**src/rtl/arom_pkg.sv**
```systemverilog
// Shared types and sizing constants for the address range overlap merge block.
// Used by address_range_overlap_merge and arom_merge_step; depends on nothing.
package arom_pkg;

	// Store depth and the index and count widths that follow from it.
	localparam int CAPACITY = 32;
	localparam int IW       = $clog2(CAPACITY);
	localparam int CW       = $clog2(CAPACITY + 1);

	// Fixed field widths.
	localparam int ADDR_W = 16;
	localparam int END_W  = 17;
	localparam int IDX_W  = 5;

	// One command word: a single address range.
	typedef struct packed {
		logic [ADDR_W-1:0] start_addr;
		logic [END_W-1:0]  end_addr;
		logic              last;
	} range_in_t;

	// One result word.
	typedef struct packed {
		logic [IDX_W-1:0]  entry_index;
		logic              kept;
		logic [ADDR_W-1:0] new_start;
		logic [END_W-1:0]  new_end;
		logic              overflow;
		logic              end_of_set;
	} result_t;

	// A range as held in the stores.
	typedef struct packed {
		logic [ADDR_W-1:0] s;
		logic [END_W-1:0]  e;
	} span_t;

	// Load-order store entry: the range and its position after sorting.
	typedef struct packed {
		span_t           span;
		logic [IW-1:0]   rank;
	} load_entry_t;

	// Sorted store entry: the range and its survival flag.
	typedef struct packed {
		span_t span;
		logic  kept;
	} sort_entry_t;

	// Outcome of merging one adjacent pair of sorted ranges.
	typedef struct packed {
		span_t cur;
		span_t nxt;
		logic  kept;
	} merge_res_t;

	// Sequencer states.
	typedef enum logic [2:0] {
		ST_LOAD,
		ST_RK_KEY,
		ST_RK_SCAN,
		ST_RK_WRITE,
		ST_MG_FIRST,
		ST_MG_WALK,
		ST_MG_LAST,
		ST_EMIT
	} state_t;

endpackage

```
**src/rtl/address_range_overlap_merge.sv**
```systemverilog
// Top level of the address range overlap merge block: sequencer and both stores.
// Depends on arom_pkg and arom_merge_step.
//
// Usage: a command word (one range) is taken at a clock edge where start is high
// and busy is low. While collecting a set, busy stays low and one range loads per
// cycle. Ranges beyond the store depth are dropped and the set is flagged as
// overflowed. The word marked last ends the set; busy rises and the block works
// on the n stored ranges:
//   rank pass : one full scan of the load store per range (single read port) to find
//               each range's stable sorted position;
//   merge walk: one adjacent pair per cycle through the sorted store;
//   emit      : one result word per cycle in load order.
// Each result sits on the result port for one cycle, marked by result_strobe; the
// receiver cannot stall it.
// After reset the set is empty, no overflow is flagged and the block is idle.
// The stores need no clearing: only entries written in the current set are read.
module address_range_overlap_merge (
	input  logic                clk,
	input  logic                arst_n,
	input  logic                start,
	output logic                busy,
	input  arom_pkg::range_in_t range_cmd,
	output logic                result_strobe,
	output arom_pkg::result_t   result
);
	import arom_pkg::*;

	// Stores: load order (with rank) and sorted order (with kept flag).
	load_entry_t load_mem [CAPACITY];
	sort_entry_t sort_mem [CAPACITY];

	state_t state_q, state_d;

	logic [CW-1:0] cnt_q;
	logic          ovf_q;
	logic [IW-1:0] i_q;
	logic [CW-1:0] j_q;
	logic [IW-1:0] rank_q;
	span_t         key_q;
	span_t         cur_q;

	logic          key_ld_s1;
	logic          scan_vld_s1;
	logic [IW-1:0] scan_j_s1;
	logic          b_vld_s1;
	logic          b_first_s1;
	logic          out_vld_s1;
	logic [IW-1:0] out_idx_s1;
	logic          out_vld_s2;
	logic [IW-1:0] out_idx_s2;

	logic          la_we;
	logic [IW-1:0] la_waddr;
	load_entry_t   la_wdata;
	logic [IW-1:0] la_raddr;
	load_entry_t   la_rdata_q;

	logic          sb_we;
	logic [IW-1:0] sb_waddr;
	sort_entry_t   sb_wdata;
	logic [IW-1:0] sb_raddr;
	sort_entry_t   sb_rdata_q;

	merge_res_t    mres;
	logic          scan_less;
	logic          issue_more;
	logic          last_rank;

	// Pair merge on the carried range and the word just read from the sorted store.
	arom_merge_step u_merge (
		.cur (cur_q),
		.nxt (sb_rdata_q.span),
		.res (mres)
	);

	// Load-order store with a registered read.
	always_ff @(posedge clk) begin
		if (la_we) begin
			load_mem[la_waddr] <= la_wdata;
		end
		la_rdata_q <= load_mem[la_raddr];
	end

	// Sorted store with a registered read.
	always_ff @(posedge clk) begin
		if (sb_we) begin
			sort_mem[sb_waddr] <= sb_wdata;
		end
		sb_rdata_q <= sort_mem[sb_raddr];
	end

	// Shared conditions of the sequencer.
	assign issue_more = (j_q < cnt_q);
	assign last_rank  = (CW'(i_q) == (cnt_q - CW'(1)));
	assign scan_less  = (la_rdata_q.span.s < key_q.s) ||
		((la_rdata_q.span.s == key_q.s) && (scan_j_s1 < i_q));

	// Next state.
	always_comb begin
		state_d = state_q;
		unique case (state_q)
			ST_LOAD: begin
				if (start && range_cmd.last) begin
					state_d = ST_RK_KEY;
				end
			end
			ST_RK_KEY: begin
				state_d = ST_RK_SCAN;
			end
			ST_RK_SCAN: begin
				if (!issue_more && !scan_vld_s1) begin
					state_d = ST_RK_WRITE;
				end
			end
			ST_RK_WRITE: begin
				state_d = last_rank ? ST_MG_FIRST : ST_RK_KEY;
			end
			ST_MG_FIRST: begin
				state_d = ST_MG_WALK;
			end
			ST_MG_WALK: begin
				if (!issue_more && !b_vld_s1) begin
					state_d = ST_MG_LAST;
				end
			end
			ST_MG_LAST: begin
				state_d = ST_EMIT;
			end
			ST_EMIT: begin
				if (!issue_more && !out_vld_s1 && !out_vld_s2) begin
					state_d = ST_LOAD;
				end
			end
			default: begin
				state_d = ST_LOAD;
			end
		endcase
	end

	// Store addresses, write enables and busy.
	always_comb begin
		busy     = 1'b1;
		la_we    = 1'b0;
		la_waddr = cnt_q[IW-1:0];
		la_wdata = '{span: '{s: range_cmd.start_addr, e: range_cmd.end_addr}, rank: '0};
		la_raddr = i_q;
		sb_we    = 1'b0;
		sb_waddr = i_q;
		sb_wdata = '{span: cur_q, kept: 1'b1};
		sb_raddr = j_q[IW-1:0];
		unique case (state_q)
			ST_LOAD: begin
				busy  = 1'b0;
				la_we = start && (cnt_q < CW'(CAPACITY));
			end
			ST_RK_KEY: begin
				la_raddr = i_q;
			end
			ST_RK_SCAN: begin
				la_raddr = j_q[IW-1:0];
			end
			ST_RK_WRITE: begin
				la_we    = 1'b1;
				la_waddr = i_q;
				la_wdata = '{span: key_q, rank: rank_q};
				sb_we    = 1'b1;
				sb_waddr = rank_q;
				sb_wdata = '{span: key_q, kept: 1'b1};
			end
			ST_MG_FIRST: begin
				sb_raddr = '0;
			end
			ST_MG_WALK: begin
				sb_we    = b_vld_s1 && !b_first_s1;
				sb_wdata = '{span: mres.cur, kept: mres.kept};
			end
			ST_MG_LAST: begin
				sb_we = 1'b1;
			end
			ST_EMIT: begin
				la_raddr = j_q[IW-1:0];
				sb_raddr = la_rdata_q.rank;
			end
			default: begin
				busy = 1'b1;
			end
		endcase
	end

	// Sequencer state, counters and read tags.
	always_ff @(posedge clk or negedge arst_n) begin
		if (!arst_n) begin
			state_q     <= ST_LOAD;
			cnt_q       <= '0;
			ovf_q       <= 1'b0;
			i_q         <= '0;
			j_q         <= '0;
			rank_q      <= '0;
			key_ld_s1   <= 1'b0;
			scan_vld_s1 <= 1'b0;
			b_vld_s1    <= 1'b0;
			b_first_s1  <= 1'b0;
			out_vld_s1  <= 1'b0;
			out_vld_s2  <= 1'b0;
		end else begin
			state_q     <= state_d;
			key_ld_s1   <= (state_q == ST_RK_KEY);
			scan_vld_s1 <= (state_q == ST_RK_SCAN) && issue_more;
			b_vld_s1    <= (state_q == ST_MG_FIRST) || ((state_q == ST_MG_WALK) && issue_more);
			b_first_s1  <= (state_q == ST_MG_FIRST);
			out_vld_s1  <= (state_q == ST_EMIT) && issue_more;
			out_vld_s2  <= out_vld_s1;
			case (state_q)
				ST_LOAD: begin
					if (start) begin
						if (cnt_q < CW'(CAPACITY)) begin
							cnt_q <= cnt_q + CW'(1);
						end else begin
							ovf_q <= 1'b1;
						end
						if (range_cmd.last) begin
							i_q <= '0;
						end
					end
				end
				ST_RK_KEY: begin
					j_q    <= '0;
					rank_q <= '0;
				end
				ST_RK_SCAN: begin
					if (issue_more) begin
						j_q <= j_q + CW'(1);
					end
					if (scan_vld_s1 && scan_less) begin
						rank_q <= rank_q + IW'(1);
					end
				end
				ST_RK_WRITE: begin
					if (last_rank) begin
						i_q <= '0;
						j_q <= CW'(1);
					end else begin
						i_q <= i_q + IW'(1);
					end
				end
				ST_MG_WALK: begin
					if (issue_more) begin
						j_q <= j_q + CW'(1);
					end
					if (b_vld_s1 && !b_first_s1) begin
						i_q <= i_q + IW'(1);
					end
				end
				ST_MG_LAST: begin
					j_q <= '0;
				end
				ST_EMIT: begin
					if (issue_more) begin
						j_q <= j_q + CW'(1);
					end
					if (state_d == ST_LOAD) begin
						cnt_q <= '0;
						ovf_q <= 1'b0;
					end
				end
				default: begin
					j_q <= j_q;
				end
			endcase
		end
	end

	// Key latch, carried range and index tags travel without reset.
	always_ff @(posedge clk) begin
		if (key_ld_s1) begin
			key_q <= la_rdata_q.span;
		end
		if (b_vld_s1) begin
			cur_q <= b_first_s1 ? sb_rdata_q.span : mres.nxt;
		end
		scan_j_s1  <= j_q[IW-1:0];
		out_idx_s1 <= j_q[IW-1:0];
		out_idx_s2 <= out_idx_s1;
	end

	// Result word straight from the sorted store read register.
	assign result_strobe      = out_vld_s2;
	assign result.entry_index = IDX_W'(out_idx_s2);
	assign result.kept        = sb_rdata_q.kept;
	assign result.new_start   = sb_rdata_q.span.s;
	assign result.new_end     = sb_rdata_q.span.e;
	assign result.overflow    = ovf_q;
	assign result.end_of_set  = (CW'(out_idx_s2) == (cnt_q - CW'(1)));

endmodule

```
**src/rtl/arom_merge_step.sv**
```systemverilog
// Merge of one adjacent pair of ranges taken in sorted order.
// Depends on arom_pkg for the range and result types.
module arom_merge_step (
	input  arom_pkg::span_t    cur,
	input  arom_pkg::span_t    nxt,
	output arom_pkg::merge_res_t res
);
	import arom_pkg::*;

	logic [END_W-1:0] ce_eq;
	logic [END_W-1:0] ne_eq;
	logic [END_W-1:0] hi;
	logic [ADDR_W-1:0] lo;

	// Equal starts share the larger end first.
	always_comb begin
		ce_eq = cur.e;
		ne_eq = nxt.e;
		if (cur.s == nxt.s) begin
			if (cur.e > nxt.e) begin
				ne_eq = cur.e;
			end else begin
				ce_eq = nxt.e;
			end
		end
	end

	// An overlap gives both ranges the smaller start and the larger end.
	always_comb begin
		lo = (cur.s < nxt.s) ? cur.s : nxt.s;
		hi = (ce_eq > ne_eq) ? ce_eq : ne_eq;
		res.cur.s = cur.s;
		res.cur.e = ce_eq;
		res.nxt.s = nxt.s;
		res.nxt.e = ne_eq;
		if (ce_eq > {1'b0, nxt.s}) begin
			res.cur.s = lo;
			res.cur.e = hi;
			res.nxt.s = lo;
			res.nxt.e = hi;
		end
		// The first of a pair with the same final start is dropped.
		res.kept = (res.cur.s != res.nxt.s);
	end

endmodule
```
**config.mk**
```make
export PLATFORM = sky130hd
export DESIGN_NAME = address_range_overlap_merge
export DESIGN_NICKNAME = d
export VERILOG_FILES = /design/src/rtl/arom_pkg.sv /design/src/rtl/address_range_overlap_merge.sv /design/src/rtl/arom_merge_step.sv
export SDC_FILE = /design/constraint.sdc
export NUM_CORES = 2
export LEC_CHECK = 0
export BUFFER_PORTS_ARGS = -buffer_cell sky130_fd_sc_hd__buf_2
export CAP_MARGIN = 20
export CORE_ASPECT_RATIO = 0.75
export CORE_MARGIN = 2
export CORE_UTILIZATION = 40
export CTS_CLUSTER_DIAMETER = 150
export DETAILED_ROUTE_END_ITERATION = 8
export PLACE_DENSITY = 0.63
export SETUP_SLACK_MARGIN = 0.5
export SYNTH_ARGS = -nofsm -noshare
export SYNTH_HDL_FRONTEND = slang
export SYNTH_HIERARCHICAL = 1
export SYNTH_SLANG_ARGS = --single-unit
```
**constraint.sdc**
```tcl
create_clock -name clk -period 5.6 [get_ports clk]
set_input_delay 0.56 -clock clk [delete_from_list [all_inputs] [get_ports clk]]
set_output_delay 0.56 -clock clk [all_outputs]
set_load 0.03 [all_outputs]
```
## Word level (Yosys, flattened, before mapping)

Memory sizes are Yosys's and may differ from the RTL's. A register that Yosys moved wholly into a read port is not among the register bits.
Index checks and enable logic that the tools add are counted.

- Flip-flop bits (word level): 108
- Latch bits: 0
- Memory bits (writable): 2304
- ROM bits: 0
- Output and inout bits: 43
- Memories: 2

Memory list:

| memory | words | bits a word | read ports | clocked after Yosys merged registers in | write ports | line | text |
|---|---|---|---|---|---|---|---|
| load_mem | 32 | 38 | 1 | 1 | 1 | address_range_overlap_merge.sv:29 | `load_entry_t load_mem [CAPACITY];` |
| sort_mem | 32 | 34 | 1 | 1 | 1 | address_range_overlap_merge.sv:30 | `sort_entry_t sort_mem [CAPACITY];` |

- Add/sub/neg operators: 5
- Multipliers: 0
- Div/mod/pow operators: 0
- $lt $le $gt $ge: 8
- Equality and inequality tests: 21
- Shifts and indexed selects: 0
- Mux-type cells: 44
- Bitwise operators: 0
- Reduce and logical (&&, ||, !) cells: 35

Operator list:

| kind | count |
|---|---|
| $mux 17 | 4 |
| $pmux 34 s2 | 1 |
| $mux 66 | 1 |
| $mux 5 | 8 |
| $mux 38 | 1 |
| $gt 17x17->1 | 2 |
| $mux 33 | 1 |
| $eq 16x16->1 | 2 |
| $lt 16x16->1 | 2 |
| $mux 6 | 5 |
| $pmux 3 s8 | 1 |
| $pmux 5 s2 | 2 |
| $pmux 6 s3 | 1 |
| $gt 17x16->1 | 1 |
| $mux 16 | 1 |
| $ne 16x16->1 | 1 |
| $mux 3 | 5 |
| $pmux 5 s3 | 1 |
| $add 6x1->6 const B | 2 |
| $eq 3x3->1 const B | 4 |
| $eq 5x6->1 | 2 |
| $logic_and 1x1->1 | 12 |
| $ne 2x2->1 const B | 6 |
| $pmux 6 s2 | 1 |
| other kinds (20) | 46 |

## Longest topological paths before layout

- Depth after elaboration: 9
- Depth in mapped cells: 23
- Mapped depth without buffers: 19

## Cells and area by module

The synthesis kept the hierarchy.

Modules (own cells, without submodules):

| module | times used | cells an instance | area each (um^2) | seq. area each (um^2) |
|---|---|---|---|---|
| address_range_overlap_merge | 1 | 6390 | 96214.8 | 73610.6 |
| arom_merge_step | 1 | 362 | 3022.9 | 0.0 |

## Least setup slack after synthesis

OpenSTA, ideal clock, no wires.

- Path type: reg2reg
- Start point: register, netlist name result[26]
- End point: memory sort_mem[0][7] in the netlist's numbering (data pin)
- Arrival time: 5154 ps
- Data required time: 5151 ps
- Setup slack: -4 ps
- Cell stages (with the launch flop): 21
- Clock period less this slack: 5604 ps
- Cell sequence: dfxtp_1 inv_1 ha_1 nand4_1 or4_1 a21oi_2 buf_2 mux2i_1 inv_1 ha_1 and3_1 o21ai_0 a31oi_1 or4b_2 nand2_1 a21boi_0 buf_4 buf_8 mux2i_1 nand2_1 nand3_1

RTL lines:

| what | line |
|---|---|
| end: declaration | address_range_overlap_merge.sv:30 |

==> results_dict.tcl <==
set metrics [dict create \
    wl_per_cell_microns 30.7 \
    yosysTopAreaCell "edfxtp_1" \
    fin_crit_ns 5.23 \
    gp_congestion 0.906 \
    hold_slack_ns 0.0752 \
    viasPerCell 6.02 \
    start_kind "register" \
    grt_pass1_vias 59052 \
    cts_buffers 241 \
    portBuffers 79 \
    grt_pass1_wl_microns 445000 \
    multi_input_area_sq_um 25800 \
    firstDrtPassIters 8 \
    max_cap_violations 0 \
    final.setup.tns_ns 0 \
    relSlewSlack_pct 23.1 \
    vias 63688 \
    p_per_area_nw_per_um2 316 \
    hpwl_microns 168000 \
    synth.avg_cell_area_sq_um 14.7 \
    antenna_left 0 \
    netlist_top_cells_area "edfxtp_1 72%, nand2_1 5.9%, mux2i_1 5.0%" \
    cts_root_buffer "clkbuf_16" \
    cts_max_level 4 \
    area_delta_synth_final_pct 17.2 \
    worst_setup_path_end_kind "register" \
    ff_latch_area_sq_um 73700 \
    syn_nets 6885 \
    clk_path_buf_depth 4 \
    cp_max_fo 8 \
    synth_seq_cells 2484 \
    finalHoldViolations 0 \
    synth-edff-count 2370 \
    critical_path_arrival_ns 5.83 \
    worstSkewPairLatency_ns 0.95 \
    initial_core_util_pct 40.2 \
    io_pins 80 \
    synth_top_area_share_pct 71.7 \
    slew_violations 0 \
    period_share_pct 93.3 \
    finalSetupViolations 0 \
    tightestPinTransition_ns 1.15 \
    drt-initial-drc-count 9738 \
    grt-ovfl-total 0 \
    route.detailed.drc 0 \
    syn_area_sq_um 99200 \
    async_flop_share_pct 1.29 \
    fin_worst_skew_ns 0.123 \
    status "completed" \
    synth_ff_type "edfxtp_1" \
    synthCells 6752 \
    num_rows 158 \
    hold_class "primary input to register" \
    synth_warnings 6 \
    ir_drop_mv 0.275 \
    drt_wl_total_microns 325000 \
    yosysSeqAreaShare_pct 74.2 \
    fmax_mhz 191 \
    nFillCells 20863 \
    die-area_sq_um 252000 \
    die_w_microns 579 \
    fp.dieH_microns 435 \
    antenna_found_initial 13 \
    ys_types 84 \
    p_leak_nw 36.0 \
    grt_max_degree 136 \
    crit_required_ns 6.21 \
    cts_tree "yes" \
    rsz0062_at_grt "true" \
    drive_gt1_share_pct 16.7 \
    crit_type "register to register" \
    layout.nets 7241 \
    cts_sinks 2484 \
    core_area_sq_um 247000 \
    path_clk_slew_ns 0.06 \
    grtUsageTotal_pct 24.7 \
]
[final timing paths]
path                               start               end  slack [ns]  depth (start not counted)
max                            cur_q[14]  sort_mem[21][23]        0.37                         23
min                        range_cmd[29]  load_mem[27][33]        0.08                          3
max reg2reg                    cur_q[14]  sort_mem[21][23]        0.37                         23
min reg2reg                out_idx_s1[0]     out_idx_s2[0]        0.35                          0
max in group asynchronous         arst_n          b_vld_s1        4.60                          2
min in group asynchronous         arst_n            i_q[4]        0.36                          2
[logic make-up (layout without fill, tap and decap cells)]
logic type | after synthesis | after routing | share of synthesized area [%]
adder cells (fa/ha/maj) | 96 | 96 | 1.21
buffers and inverters | 467 | 982 | 2.26
flip-flops | 2484 | 2484 | 74.2
multiplexers | 568 | 568 | 5.85
other | 0 | 2 | 0
AO/OA/AOI/OAI | 695 | 696 | 5.68
XOR/XNOR | 32 | 32 | 0.305
AND/OR/NAND/NOR | 2410 | 2447 | 10.5
[synth_stat cells (11+ instances only)]
master,instances
ha_1,96
o2111ai_1,27
inv_1,85
buf_1,14
nor3_2,11
or3_1,11
o21ai_0,60
buf_6,12
a22oi_1,18
mux2i_1,499
clkbuf_1,130
a31oi_1,14
dfrtp_1,32
a21o_1,17
nor2_1,246
a32oi_1,432
dfxtp_1,82
nand2_1,1558
edfxtp_1,2370
nand2b_1,17
nand4_1,167
mux2_2,64
nand3_1,289
buf_4,42
and3_1,11
nor3_1,39
buf_2,179
xnor2_1,25
a21oi_1,46
[flip-flops by register name (all words and copies together), names as in the netlist, 3 cells and up]
name	cells
cnt_q	6
cur_q	33
i_q	5
j_q	6
key_q	33
la_rdata_q	38
load_mem	1216
out_idx_s1	5
out_idx_s2	5
rank_q	5
result	34
sort_mem	1088
state_q	3
[final cells by class]
class	instances	share of cell area, %
Multi-Input combinational cell	3839	22.2
Clock buffer	297	5.50
Timing Repair Buffer	455	3.89
Tap cell	3280	3.53
Clock inverter	143	1.30
Inverter	87	0.281
Sequential cell	2484	63.3
Antenna cell	2	0.00430
[worst max-delay path, stage by stage (launching register included)]
cell and delay (ns):
edfxtp_1 0.46, ha_1 0.36, nand4_1 0.21, nor3_2 0.09, a211oi_2 0.28, nand2_1 0.14
a21oi_4 0.19, buf_12 0.15, buf_12 0.15, mux2i_4 0.24, inv_2 0.08, ha_1 0.28
nand4_1 0.17, a21oi_2 0.06, o41a_1 0.47, o41ai_4 0.21, buf_4 0.21, a21oi_4 0.07
buf_12 0.14, buf_6 0.11, mux2_4 0.29, a22oi_2 0.25, buf_6 0.21, nand2_8 0.10
[what timing repair did]
item | 4_1_cts | 5_1_grt
setup buffers | 26 | 72
pin swaps | 21 | 43
gates cloned | 14 | 40
hold buffers | 4 | 0
endpoints found under the hold margin | 37 | 0
setup endpoints to repair | 1116 | 1116
resized for setup | 68 | 190
[power breakdown]
| part | switching, mW | internal, mW | leakage [nW] | total [mW] |
|---|---|---|---|---|
| Clock | 7.01 | 9.41 | 3.87 | 16.4 |
| Sequential | 0.0145 | 20.2 | 19.1 | 20.2 |
| Combinational | 0.164 | 0.0399 | 12.9 | 0.204 |
| Total | 7.19 | 29.6 | 36.0 | 36.8 |
[per-stage QoR]
step | instance area [sq um] | setup WS (ns) | util, % | total power [mW] | cells
final | 116000 | 0.373 | 47.1 | 36.8 | 10587
after global routing | 116000 | 0.242 | 47.1 | 37.6 | 10585
after CTS | 114000 | 0.463 | 46.2 | 36.9 | 10469
after detailed placement | 105000 | -0.0712 | 42.7 | 20.8 | 9985
after global placement | 105000 | 0.0460 | 42.7 | 20.8 | 9982
after floorplan | 99500 | 0.516 | - | 20.7 | 6752
[routing by layer]
metal	track usage [%]	share of wire, %	vias up
li1	-	-	26518
met1	35.7	40	32325
met5	0	0.026	-
met3	4.73	12	659
met4	9.48	4.2	10
met2	37.0	44	4176
[cells in the final DEF (no fill, tap or decap), drive strengths merged, types with 31 or more instances in the layout]
| cell | netlist | routed |
|---|---|---|
| dfrtp | 32 | 32 |
| clkbuf | 132 | 307 |
| edfxtp | 2370 | 2370 |
| o21ai | 70 | 70 |
| dfxtp | 82 | 82 |
| a32oi | 432 | 432 |
| mux2 | 66 | 66 |
| buf | 248 | 441 |
| a21oi | 51 | 52 |
| nand3 | 289 | 311 |
| ha | 96 | 96 |
| nand4 | 167 | 167 |
| nor2 | 246 | 246 |
| nor3 | 53 | 53 |
| nand2 | 1558 | 1573 |
| inv | 86 | 89 |
| clkinv | 1 | 103 |
| o2111ai | 31 | 31 |
| mux2i | 500 | 500 |
Power figures use the tool's default switching activity.
